===== config.mk =====
export PLATFORM = sky130hd
export DESIGN_NAME = arena_bump_allocator_unit
export DESIGN_NICKNAME = d
export VERILOG_FILES = /design/src/hdl/abump_pkg.sv /design/src/hdl/abump_ram.sv /design/src/hdl/abump_grow.sv /design/src/hdl/abump_ctrl.sv /design/src/hdl/arena_bump_allocator_unit.sv
export SDC_FILE = /design/constraint.sdc
export NUM_CORES = 2
export LEC_CHECK = 0
export ABC_AREA = 0
export BUFFER_PORTS_ARGS = -buffer_cell sky130_fd_sc_hd__buf_2
export CAP_MARGIN = 30
export CORE_UTILIZATION = 40
export CTS_CLUSTER_SIZE = 20
export DETAILED_ROUTE_END_ITERATION = 10
export GPL_ROUTABILITY_DRIVEN = 0
export PLACE_DENSITY = 0.65
export SLEW_MARGIN = 40
export SYNTH_ARGS = -nofsm -noshare
export SYNTH_HDL_FRONTEND = slang
export SYNTH_SLANG_ARGS = --single-unit
export TNS_END_PERCENT = 100

===== constraint.sdc =====
create_clock -name clk -period 74.7 [get_ports clk]
set_input_delay 14.94 -clock clk [delete_from_list [all_inputs] [get_ports clk]]
set_output_delay 14.94 -clock clk [all_outputs]
set_load 0.03 [all_outputs]

===== src/hdl/abump_pkg.sv =====
// abump_pkg: shared types, constants and codes of the arena bump allocator
// no dependencies; used by abump_grow, abump_ctrl, the top level and the testbench
package abump_pkg;

	localparam int SIZE_BITS  = 40;
	localparam int MAX_ARENAS = 8;
	localparam int IDX_W      = $clog2(MAX_ARENAS);
	localparam int CNT_W      = IDX_W + 1;
	localparam int CTR_W      = 32;
	localparam int GROWTH_W   = 16;
	localparam int ALIGN_W    = 4;
	localparam int KIND_W     = 3;
	localparam int CFG_IDX_W  = 3;
	localparam int PRESS_W    = 2;

	localparam logic [SIZE_BITS-1:0] SIZE_MASK = '1;

	typedef enum logic [KIND_W-1:0] {
		KIND_ALLOC   = 3'd0,
		KIND_DEALLOC = 3'd1,
		KIND_RESET   = 3'd2,
		KIND_RESERVE = 3'd3,
		KIND_RELEASE = 3'd4
	} kind_t;

	typedef enum logic [CFG_IDX_W-1:0] {
		CFG_ALIGN   = 3'd0,
		CFG_GROW_EN = 3'd1,
		CFG_MAX     = 3'd2,
		CFG_INIT    = 3'd3,
		CFG_GROWTH  = 3'd4
	} cfg_idx_t;

	typedef enum logic [PRESS_W-1:0] {
		PRESS_NONE    = 2'd0,
		PRESS_REDUCE  = 2'd1,
		PRESS_OFFLOAD = 2'd2,
		PRESS_FAIL    = 2'd3
	} press_t;

	typedef enum logic [3:0] {
		ST_IDLE,
		ST_RSV,
		ST_SCAN,
		ST_CMP,
		ST_GWAIT,
		ST_GROW,
		ST_CAP,
		ST_COMMIT,
		ST_FAIL,
		ST_CLEAR,
		ST_DONE
	} state_t;

	typedef struct packed {
		logic [ALIGN_W-1:0]   align;
		logic                 grow_en;
		logic [SIZE_BITS-1:0] pool_cap;
		logic [SIZE_BITS-1:0] init_size;
		logic [GROWTH_W-1:0]  growth;
	} cfg_t;

	typedef struct packed {
		logic                 cap_we;
		logic                 fill_we;
		logic [IDX_W-1:0]     waddr;
		logic [SIZE_BITS-1:0] cap_wdata;
		logic [SIZE_BITS-1:0] fill_wdata;
		logic                 re;
		logic [IDX_W-1:0]     raddr;
	} memreq_t;

	typedef struct packed {
		logic                 ok;
		logic [IDX_W-1:0]     arena_index;
		logic [SIZE_BITS-1:0] arena_offset;
		logic [PRESS_W-1:0]   pressure_action;
		logic [SIZE_BITS-1:0] total_bytes;
		logic [SIZE_BITS-1:0] used_bytes;
		logic [SIZE_BITS-1:0] free_bytes;
		logic [SIZE_BITS-1:0] peak_bytes;
		logic [CTR_W-1:0]     alloc_count;
		logic [CTR_W-1:0]     dealloc_count;
		logic [CTR_W-1:0]     reset_count;
	} res_t;

endpackage


===== src/hdl/abump_ram.sv =====
// abump_ram: generic synchronous ram, one write and one read port
// read data registered; no dependencies
module abump_ram #(
	parameter int WIDTH = 40,
	parameter int DEPTH = 8
) (
	input  logic                     clk,
	input  logic                     we,
	input  logic [$clog2(DEPTH)-1:0] waddr,
	input  logic [WIDTH-1:0]         wdata,
	input  logic                     re,
	input  logic [$clog2(DEPTH)-1:0] raddr,
	output logic [WIDTH-1:0]         rdata
);

	logic [WIDTH-1:0] mem_q [DEPTH];

	always_ff @(posedge clk) begin
		if (we) begin
			mem_q[waddr] <= wdata;
		end
		if (re) begin
			rdata <= mem_q[raddr];
		end
	end

endmodule


===== src/hdl/abump_grow.sv =====
// abump_grow: two-stage growth product, total * growth_q8 / 256, saturated
// depends on abump_pkg
module abump_grow (
	input  logic                                clk,
	input  logic [abump_pkg::SIZE_BITS-1:0]     total,
	input  logic [abump_pkg::GROWTH_W-1:0]      growth,
	output logic [abump_pkg::SIZE_BITS-1:0]     grown_q
);

	localparam int HI_W   = abump_pkg::SIZE_BITS - 8;
	localparam int PROD_W = HI_W + abump_pkg::GROWTH_W;

	logic [PROD_W-1:0]               prod_s1;
	logic [abump_pkg::GROWTH_W-1:0]  lo_s1;
	logic [abump_pkg::GROWTH_W+7:0]  lo_full;
	logic [PROD_W:0]                 sum;

	// low byte product, shifted down when registered into lo_s1
	assign lo_full = total[7:0] * growth;
	assign sum     = {1'b0, prod_s1} + (PROD_W+1)'(lo_s1);

	always_ff @(posedge clk) begin
		prod_s1 <= total[abump_pkg::SIZE_BITS-1:8] * growth;
		lo_s1   <= lo_full[abump_pkg::GROWTH_W+7:8];
		if (|sum[PROD_W:abump_pkg::SIZE_BITS]) begin
			grown_q <= abump_pkg::SIZE_MASK;
		end else begin
			grown_q <= sum[abump_pkg::SIZE_BITS-1:0];
		end
	end

endmodule


===== src/hdl/abump_ctrl.sv =====
// abump_ctrl: command sequencer, first-fit scan, growth decision, pool statistics
// depends on abump_pkg; drives the capacity and fill rams through a memreq_t
module abump_ctrl (
	input  logic                              clk,
	input  logic                              arst_n,
	input  abump_pkg::cfg_t                   cfg,
	input  logic                              start,
	input  logic [abump_pkg::KIND_W-1:0]      kind,
	input  logic [abump_pkg::SIZE_BITS-1:0]   size,
	output logic                              idle,
	output logic                              res_valid,
	input  logic                              res_ready,
	output abump_pkg::res_t                   res,
	output abump_pkg::memreq_t                mreq,
	input  logic [abump_pkg::SIZE_BITS-1:0]   cap_rd,
	input  logic [abump_pkg::SIZE_BITS-1:0]   fill_rd,
	input  logic [abump_pkg::SIZE_BITS-1:0]   grown
);

	localparam int SB = abump_pkg::SIZE_BITS;
	localparam int CW = abump_pkg::CNT_W;
	localparam int IW = abump_pkg::IDX_W;
	localparam logic [CW-1:0] MAX_CNT = CW'(abump_pkg::MAX_ARENAS);

	abump_pkg::state_t state_q, state_d;

	logic [SB-1:0]    size_q, size_d, need_q, need_d, ns_q, ns_d;
	logic [SB-1:0]    total_q, total_d, used_q, used_d, peak_q, peak_d;
	logic [CW-1:0]    count_q, count_d, idx_q, idx_d;
	logic [abump_pkg::CTR_W-1:0] allocs_q, allocs_d, deallocs_q, deallocs_d;
	logic [abump_pkg::CTR_W-1:0] resets_q, resets_d;
	logic             r_ok_q, r_ok_d;
	logic [IW-1:0]    r_idx_q, r_idx_d;
	logic [SB-1:0]    r_off_q, r_off_d;
	logic [abump_pkg::PRESS_W-1:0] r_press_q, r_press_d;

	logic [SB-1:0]    amask, need_in, room, idx_room;
	logic             over_in, fit, last, can_grow, table_open;
	logic [SB+3:0]    ten_used, nine_total;

	function automatic logic [SB-1:0] SIZE_MASK_SHL(input logic [abump_pkg::ALIGN_W-1:0] a);
		SIZE_MASK_SHL = abump_pkg::SIZE_MASK << a;
	endfunction

	assign amask      = ~(SIZE_MASK_SHL(cfg.align));
	assign over_in    = size > (abump_pkg::SIZE_MASK - amask);
	assign need_in    = (size + amask) & ~amask;
	assign idx_room   = cap_rd - fill_rd;
	assign fit        = idx_room >= need_q;
	assign last       = (idx_q + CW'(1)) == count_q;
	assign table_open = count_q < MAX_CNT;
	assign room       = abump_pkg::SIZE_MASK - total_q;
	assign can_grow   = cfg.grow_en && table_open &&
		!((cfg.pool_cap != '0) && (total_q >= cfg.pool_cap));
	assign ten_used   = ({4'b0, used_q} << 3) + ({4'b0, used_q} << 1);
	assign nine_total = ({4'b0, total_q} << 3) + {4'b0, total_q};

	// next state
	always_comb begin
		state_d = state_q;
		case (state_q)
			abump_pkg::ST_IDLE: begin
				if (start) begin
					case (kind)
						abump_pkg::KIND_ALLOC: begin
							if (over_in) state_d = abump_pkg::ST_FAIL;
							else if (count_q == '0) state_d = abump_pkg::ST_GWAIT;
							else state_d = abump_pkg::ST_SCAN;
						end
						abump_pkg::KIND_RESET: begin
							state_d = (count_q != '0) ? abump_pkg::ST_CLEAR : abump_pkg::ST_DONE;
						end
						abump_pkg::KIND_RESERVE: state_d = abump_pkg::ST_RSV;
						default: state_d = abump_pkg::ST_DONE;
					endcase
				end
			end
			abump_pkg::ST_RSV: begin
				state_d = ((total_q >= size_q) || table_open) ? abump_pkg::ST_DONE
					: abump_pkg::ST_FAIL;
			end
			abump_pkg::ST_SCAN: state_d = abump_pkg::ST_CMP;
			abump_pkg::ST_CMP: begin
				if (fit) state_d = abump_pkg::ST_DONE;
				else if (last) state_d = abump_pkg::ST_GWAIT;
			end
			abump_pkg::ST_GWAIT: state_d = can_grow ? abump_pkg::ST_GROW : abump_pkg::ST_FAIL;
			abump_pkg::ST_GROW: state_d = abump_pkg::ST_CAP;
			abump_pkg::ST_CAP: state_d = abump_pkg::ST_COMMIT;
			abump_pkg::ST_COMMIT: begin
				state_d = (ns_q >= need_q) ? abump_pkg::ST_DONE : abump_pkg::ST_FAIL;
			end
			abump_pkg::ST_FAIL: state_d = abump_pkg::ST_DONE;
			abump_pkg::ST_CLEAR: begin
				if (last) state_d = abump_pkg::ST_DONE;
			end
			abump_pkg::ST_DONE: begin
				if (res_ready) state_d = abump_pkg::ST_IDLE;
			end
			default: state_d = abump_pkg::ST_IDLE;
		endcase
	end

	// datapath and memory requests
	always_comb begin
		logic [SB-1:0] new_used;
		logic [SB-1:0] tmp;
		logic [SB-1:0] add;
		size_d     = size_q;
		need_d     = need_q;
		ns_d       = ns_q;
		total_d    = total_q;
		used_d     = used_q;
		peak_d     = peak_q;
		count_d    = count_q;
		idx_d      = idx_q;
		allocs_d   = allocs_q;
		deallocs_d = deallocs_q;
		resets_d   = resets_q;
		r_ok_d     = r_ok_q;
		r_idx_d    = r_idx_q;
		r_off_d    = r_off_q;
		r_press_d  = r_press_q;
		mreq       = '0;
		new_used   = used_q + need_q;
		add        = size_q - total_q;
		tmp        = ns_q;
		case (state_q)
			abump_pkg::ST_IDLE: begin
				if (start) begin
					r_ok_d    = 1'b0;
					r_idx_d   = '0;
					r_off_d   = '0;
					r_press_d = abump_pkg::PRESS_NONE;
					size_d    = size;
					idx_d     = '0;
					need_d    = over_in ? abump_pkg::SIZE_MASK : need_in;
					case (kind)
						abump_pkg::KIND_DEALLOC: begin
							deallocs_d = deallocs_q + 1'b1;
							r_ok_d     = 1'b1;
						end
						abump_pkg::KIND_RESET: begin
							used_d   = '0;
							resets_d = resets_q + 1'b1;
							r_ok_d   = 1'b1;
						end
						abump_pkg::KIND_RELEASE: begin
							count_d = '0;
							total_d = '0;
							used_d  = '0;
							r_ok_d  = 1'b1;
						end
						default: ;
					endcase
				end
			end
			abump_pkg::ST_RSV: begin
				if (total_q >= size_q) begin
					r_ok_d = 1'b1;
				end else if (table_open) begin
					mreq.cap_we     = 1'b1;
					mreq.fill_we    = 1'b1;
					mreq.waddr      = count_q[IW-1:0];
					mreq.cap_wdata  = add;
					mreq.fill_wdata = '0;
					count_d         = count_q + 1'b1;
					total_d         = total_q + add;
					r_ok_d          = 1'b1;
				end else begin
					need_d = add;
				end
			end
			abump_pkg::ST_SCAN: begin
				mreq.re    = 1'b1;
				mreq.raddr = idx_q[IW-1:0];
			end
			abump_pkg::ST_CMP: begin
				if (fit) begin
					mreq.fill_we    = 1'b1;
					mreq.waddr      = idx_q[IW-1:0];
					mreq.fill_wdata = fill_rd + need_q;
					used_d          = new_used;
					if (new_used > peak_q) peak_d = new_used;
					allocs_d        = allocs_q + 1'b1;
					r_ok_d          = 1'b1;
					r_idx_d         = idx_q[IW-1:0];
					r_off_d         = fill_rd;
				end else if (!last) begin
					idx_d      = idx_q + 1'b1;
					mreq.re    = 1'b1;
					mreq.raddr = idx_d[IW-1:0];
				end
			end
			abump_pkg::ST_GROW: begin
				if (count_q != '0) ns_d = (grown > need_q) ? grown : need_q;
				else ns_d = (cfg.init_size > need_q) ? cfg.init_size : need_q;
			end
			abump_pkg::ST_CAP: begin
				if ((cfg.pool_cap != '0) && (tmp > cfg.pool_cap - total_q)) begin
					tmp = cfg.pool_cap - total_q;
				end
				if (tmp > room) tmp = room;
				ns_d = tmp;
			end
			abump_pkg::ST_COMMIT: begin
				if (ns_q >= need_q) begin
					mreq.cap_we     = 1'b1;
					mreq.fill_we    = 1'b1;
					mreq.waddr      = count_q[IW-1:0];
					mreq.cap_wdata  = ns_q;
					mreq.fill_wdata = need_q;
					count_d         = count_q + 1'b1;
					total_d         = total_q + ns_q;
					used_d          = new_used;
					if (new_used > peak_q) peak_d = new_used;
					allocs_d        = allocs_q + 1'b1;
					r_ok_d          = 1'b1;
					r_idx_d         = count_q[IW-1:0];
					r_off_d         = '0;
				end
			end
			abump_pkg::ST_FAIL: begin
				if (need_q > total_q) r_press_d = abump_pkg::PRESS_REDUCE;
				else if (ten_used > nine_total) r_press_d = abump_pkg::PRESS_OFFLOAD;
				else r_press_d = abump_pkg::PRESS_FAIL;
			end
			abump_pkg::ST_CLEAR: begin
				mreq.fill_we    = 1'b1;
				mreq.waddr      = idx_q[IW-1:0];
				mreq.fill_wdata = '0;
				idx_d           = idx_q + 1'b1;
			end
			default: ;
		endcase
	end

	assign idle      = (state_q == abump_pkg::ST_IDLE);
	assign res_valid = (state_q == abump_pkg::ST_DONE);

	always_comb begin
		res.ok              = r_ok_q;
		res.arena_index     = r_idx_q;
		res.arena_offset    = r_off_q;
		res.pressure_action = r_press_q;
		res.total_bytes     = total_q;
		res.used_bytes      = used_q;
		res.free_bytes      = total_q - used_q;
		res.peak_bytes      = peak_q;
		res.alloc_count     = allocs_q;
		res.dealloc_count   = deallocs_q;
		res.reset_count     = resets_q;
	end

	always_ff @(posedge clk or negedge arst_n) begin
		if (!arst_n) begin
			state_q    <= abump_pkg::ST_IDLE;
			count_q    <= '0;
			total_q    <= '0;
			used_q     <= '0;
			peak_q     <= '0;
			allocs_q   <= '0;
			deallocs_q <= '0;
			resets_q   <= '0;
			idx_q      <= '0;
		end else begin
			state_q    <= state_d;
			count_q    <= count_d;
			total_q    <= total_d;
			used_q     <= used_d;
			peak_q     <= peak_d;
			allocs_q   <= allocs_d;
			deallocs_q <= deallocs_d;
			resets_q   <= resets_d;
			idx_q      <= idx_d;
		end
	end

	always_ff @(posedge clk) begin
		size_q    <= size_d;
		need_q    <= need_d;
		ns_q      <= ns_d;
		r_ok_q    <= r_ok_d;
		r_idx_q   <= r_idx_d;
		r_off_q   <= r_off_d;
		r_press_q <= r_press_d;
	end

endmodule


===== src/hdl/arena_bump_allocator_unit.sv =====
// arena bump allocator, one transaction in flight; result held in an output register
// deallocate, release and unknown kinds go straight to the result; reset first clears
// each arena's fill offset; reserve fails only when the table is full; allocate scans the
// arenas first-fit, and on a miss grows, caps and commits a new arena (no scan on an empty
// table); next command taken once the result enters the output register (out_stall holds it)
// arena rams are not cleared by reset; counters, pool statistics and configuration registers reset
module arena_bump_allocator_unit (
	input  logic                                  clk,
	input  logic                                  arst_n,
	// configuration write port
	input  logic                                  cfg_we,
	input  logic [abump_pkg::CFG_IDX_W-1:0]       cfg_index,
	input  logic [abump_pkg::SIZE_BITS-1:0]       cfg_data,
	// command channel
	input  logic                                  in_valid,
	output logic                                  in_stall,
	input  logic [abump_pkg::KIND_W-1:0]          kind,
	input  logic [abump_pkg::SIZE_BITS-1:0]       size,
	// result channel
	output logic                                  out_valid,
	input  logic                                  out_stall,
	output logic                                  ok,
	output logic [abump_pkg::IDX_W-1:0]           arena_index,
	output logic [abump_pkg::SIZE_BITS-1:0]       arena_offset,
	output logic [abump_pkg::PRESS_W-1:0]         pressure_action,
	output logic [abump_pkg::SIZE_BITS-1:0]       total_bytes,
	output logic [abump_pkg::SIZE_BITS-1:0]       used_bytes,
	output logic [abump_pkg::SIZE_BITS-1:0]       free_bytes,
	output logic [abump_pkg::SIZE_BITS-1:0]       peak_bytes,
	output logic [abump_pkg::CTR_W-1:0]           alloc_count,
	output logic [abump_pkg::CTR_W-1:0]           dealloc_count,
	output logic [abump_pkg::CTR_W-1:0]           reset_count
);

	abump_pkg::cfg_t     cfg_q;
	abump_pkg::memreq_t  mreq;
	abump_pkg::res_t     res, res_q;
	logic                idle, res_valid, res_ready, out_valid_q;
	logic [abump_pkg::SIZE_BITS-1:0] cap_rd, fill_rd, grown;

	// configuration registers; the user must write them only while idle (unenforced by the block)
	always_ff @(posedge clk or negedge arst_n) begin
		if (!arst_n) begin
			cfg_q.align     <= abump_pkg::ALIGN_W'(8);
			cfg_q.grow_en   <= 1'b1;
			cfg_q.pool_cap  <= '0;
			cfg_q.init_size <= '0;
			cfg_q.growth    <= abump_pkg::GROWTH_W'(512);
		end else if (cfg_we) begin
			case (cfg_index)
				abump_pkg::CFG_ALIGN:   cfg_q.align     <= cfg_data[abump_pkg::ALIGN_W-1:0];
				abump_pkg::CFG_GROW_EN: cfg_q.grow_en   <= cfg_data[0];
				abump_pkg::CFG_MAX:     cfg_q.pool_cap  <= cfg_data;
				abump_pkg::CFG_INIT:    cfg_q.init_size <= cfg_data;
				abump_pkg::CFG_GROWTH:  cfg_q.growth    <= cfg_data[abump_pkg::GROWTH_W-1:0];
				default: ;
			endcase
		end
	end

	// a new command is taken only when the sequencer is back in idle
	assign in_stall = !idle;

	abump_ctrl u_ctrl (
		.clk       (clk),
		.arst_n    (arst_n),
		.cfg       (cfg_q),
		.start     (in_valid),
		.kind      (kind),
		.size      (size),
		.idle      (idle),
		.res_valid (res_valid),
		.res_ready (res_ready),
		.res       (res),
		.mreq      (mreq),
		.cap_rd    (cap_rd),
		.fill_rd   (fill_rd),
		.grown     (grown)
	);

	// per-arena capacity
	abump_ram #(
		.WIDTH (abump_pkg::SIZE_BITS),
		.DEPTH (abump_pkg::MAX_ARENAS)
	) u_cap_ram (
		.clk   (clk),
		.we    (mreq.cap_we),
		.waddr (mreq.waddr),
		.wdata (mreq.cap_wdata),
		.re    (mreq.re),
		.raddr (mreq.raddr),
		.rdata (cap_rd)
	);

	// per-arena fill offset
	abump_ram #(
		.WIDTH (abump_pkg::SIZE_BITS),
		.DEPTH (abump_pkg::MAX_ARENAS)
	) u_fill_ram (
		.clk   (clk),
		.we    (mreq.fill_we),
		.waddr (mreq.waddr),
		.wdata (mreq.fill_wdata),
		.re    (mreq.re),
		.raddr (mreq.raddr),
		.rdata (fill_rd)
	);

	// growth product tracks the pool total, settled long before it is used
	abump_grow u_grow (
		.clk     (clk),
		.total   (res.total_bytes),
		.growth  (cfg_q.growth),
		.grown_q (grown)
	);

	// output register: free when empty or when the held transaction leaves
	assign res_ready = !out_valid_q || !out_stall;

	always_ff @(posedge clk or negedge arst_n) begin
		if (!arst_n) begin
			out_valid_q <= 1'b0;
		end else if (res_ready) begin
			out_valid_q <= res_valid;
		end
	end

	always_ff @(posedge clk) begin
		if (res_ready && res_valid) begin
			res_q <= res;
		end
	end

	assign out_valid       = out_valid_q;
	assign ok              = res_q.ok;
	assign arena_index     = res_q.arena_index;
	assign arena_offset    = res_q.arena_offset;
	assign pressure_action = res_q.pressure_action;
	assign total_bytes     = res_q.total_bytes;
	assign used_bytes      = res_q.used_bytes;
	assign free_bytes      = res_q.free_bytes;
	assign peak_bytes      = res_q.peak_bytes;
	assign alloc_count     = res_q.alloc_count;
	assign dealloc_count   = res_q.dealloc_count;
	assign reset_count     = res_q.reset_count;

endmodule


==> run metrics <==
Worst Setup Path Type=flop to primary output; Hold Violations, Final=0; Synth async-reset ratio=20.3%; RSZ-0062 raised after global routing=no; TritonCTS clock tree=yes; Residual DRC=0; Die Outline Area=approximately 270000 µm²; EDFF count, synth=~1200; Clock Skew=around 0.12 ns; Ports=approximately 400; Final Setup Violations=0; distinct cell type count after synthesis=slightly above 90; Post-Synth XOR/XNOR Area=4.35%; Post-CTS Setup Inserts=0; Critical Path Fanout Max=18; Starting Density=a little over 40%; clock latency on the worst-skew pair=between 0.9 and 1 ns; CP Launch Type=flop; clk sink count=roughly 1600; Hold Crit Class=flop to flop; post-route minimum period=17.82 ns; Slew Viols, Final=0; Core Region=271000 µm²; Crit path arrival time=approximately 2.9 ns; initial antenna violation count=65; antenna-violating nets left=0; Mapped Area=roughly 110000 µm²; total track usage=27.0%; Gate Count Post-Synth=10400; Yosys reg bits=1622; area share of and/or/nand/nor cells after synthesis=approximately an eighth; clock tree buffer depth=4; Seq/Total Area, Yosys=42.2%; TritonRoute pass-1 iters=9; syn_nets=11900; fin util=44.9%; root buffer cell=clkbuf_16; fin crit share=between 20% and 30%; Setup crit end kind=primary output; total gr overflow=0; YS warnings=0; DR vias=roughly 87000; Peak Freq=56.1 MHz; Critical Path RT=~60 ns; Worst-Margin Slew=1.01 ns; global-route wire length before repair=547000 µm; ys flop type=edfxtp_1; Die Wd=roughly 520 µm; vias in the first global route=84300; Max stage delay on crit path=roughly 0.66 ns; most frequent cells in the layout=nand2_1 (1386), edfxtp_1 (1188), ha_1 (913); port bufs=~390; pin count of the biggest net entering global routing=~190; Worst Path Buf+Inv=2; Worst-path clk slew=~0.070 ns; share of cells above drive strength 1=10.4%; Avg Vias per Cell=5.99; post-synthesis mux area share=around 2.1%; post-CTS sizing=0; H-tree depth=4; hold-fix buffers at CTS=0; Synth Area in Adders=19.9%; most common cell after layout, fill and taps aside=nand2_1; std cell rows=191; DRT Wirelength=378000 µm; CTS Buf Count=roughly 180; delay-heaviest family, CP=buffers and inverters; total of max-cap violations=0; Die Ht=524 µm; CP Cell Sequence=nor4_2 > inv_1 > buf_2; status=finished, final reports clean; DR WL/cell=26.2 µm; headroom to the max-slew limit=between 30 and 40%; Fin Setup TNS=0 ns; slowest cell on the critical path=nor4_2; combinational family with the most area after synthesis=adder cells; initial drt markers=between 9000 and 10000; Syn Area/Cell=10.5 µm²; Syn-to-layout area delta=11.6%; Total Nets Final=12200; DP HPWL=between 200000 and 300000 µm; Synth Area in Compound Gates=between 10% and 20%
## sequential cells by signal, summed over array words and instances, names as in the netlist, 40 cells and up
| register | count |
|---|---|
| u_ctrl.total_q | 40 |
| peak_bytes | 40 |
| u_ctrl.r_off_q | 40 |
| u_cap_ram.mem_q | 320 |
| u_fill_ram.rdata | 40 |
| u_ctrl.used_q | 40 |
| cfg_q | 101 |
| used_bytes | 40 |
| total_bytes | 40 |
| u_ctrl.need_q | 40 |
| arena_offset | 40 |
| u_ctrl.size_q | 40 |
| u_grow.prod_s1 | 48 |
| u_ctrl.ns_q | 40 |
| u_grow.grown_q | 40 |
| u_ctrl.peak_q | 40 |
| u_cap_ram.rdata | 40 |
| u_fill_ram.mem_q | 320 |
| free_bytes | 40 |
## final timing paths
check,cells after the start,startpoint,slack [ns],end
hold reg to reg,0,u_ctrl.r_off_q[3]$_SDFFCE_PN0P_,0.42,arena_offset[3]$_DFFE_PP_
setup reg to reg,33,u_ctrl.total_q[1]$_DFFE_PN0P_,63.60,u_ctrl.ns_q[37]$_DFFE_PP_
max in group asynchronous,4,arst_n,58.51,cfg_q[0]$_DFFE_PN0P_
setup / recovery,3,u_ctrl.state_q[2]$_DFFE_PN0P_,56.88,in_stall
min in group asynchronous,1,arst_n,13.96,u_ctrl.peak_q[4]$_DFFE_PN0P_
hold / removal,0,u_ctrl.r_off_q[3]$_SDFFCE_PN0P_,0.42,arena_offset[3]$_DFFE_PP_
## synthesized netlist by cell type, types with 302 or more instances
cell type  number  area (µm²)
nand2_1      1388        5210
edfxtp_1     1188       35700
ha_1          913       11400
inv_1         834        3130
a21oi_1       529        2650
fa_1          512       10200
o21ai_0       431        2160
a21o_1        419        3150
nor2_1        410        1540
clkbuf_1      361        1360
xnor2_1       328        2870
dfrtp_1       327        8180
nand3_1       302        1510
## logic make-up after synthesis
family,Yosys count
flops,1622
mux,209
xor+xnor,542
fa+ha+maj,1425
simple gates,3037
compound gates,2267
buf+inv,1281
## through the flow
step                worst slack (ns)  cells  cell area [µm²]  hold slack [ns]
floorplan                      36.70  10400           109000            0.400
global placement               56.26  14100           115000            0.404
detailed placement             56.26  14100           115000            0.405
CTS                            56.65  14400           121000            0.418
global route                   56.68  14400           122000            0.425
finish                         56.88  14400           122000            0.419
## metal layers
| layer | up-vias | share of wire [%] | global-route usage [%] |
|---|---|---|---|
| met5 | - | 0.10 | 0 |
| met3 | 1250 | 12 | 8.61 |
| li1 | 37500 | - | - |
| met4 | 66 | 7.1 | 17.0 |
| met2 | 5073 | 42 | 39.9 |
| met1 | 42600 | 39 | 34.2 |
## cell type report
class                   count  area, µm²
diodes                     38       95.1
clock buffers             216       4760
clock inverters           105       1230
fillers                 24800     149000
inverters                 835       3140
multi-input cells        7480      58400
flip-flops and latches   1622      46000
well taps                3570       4470
repair buffers            569       3490
Power is not shown: default switching activity piles up to over one toggle a cycle in this logic, so the estimate is an artifact.
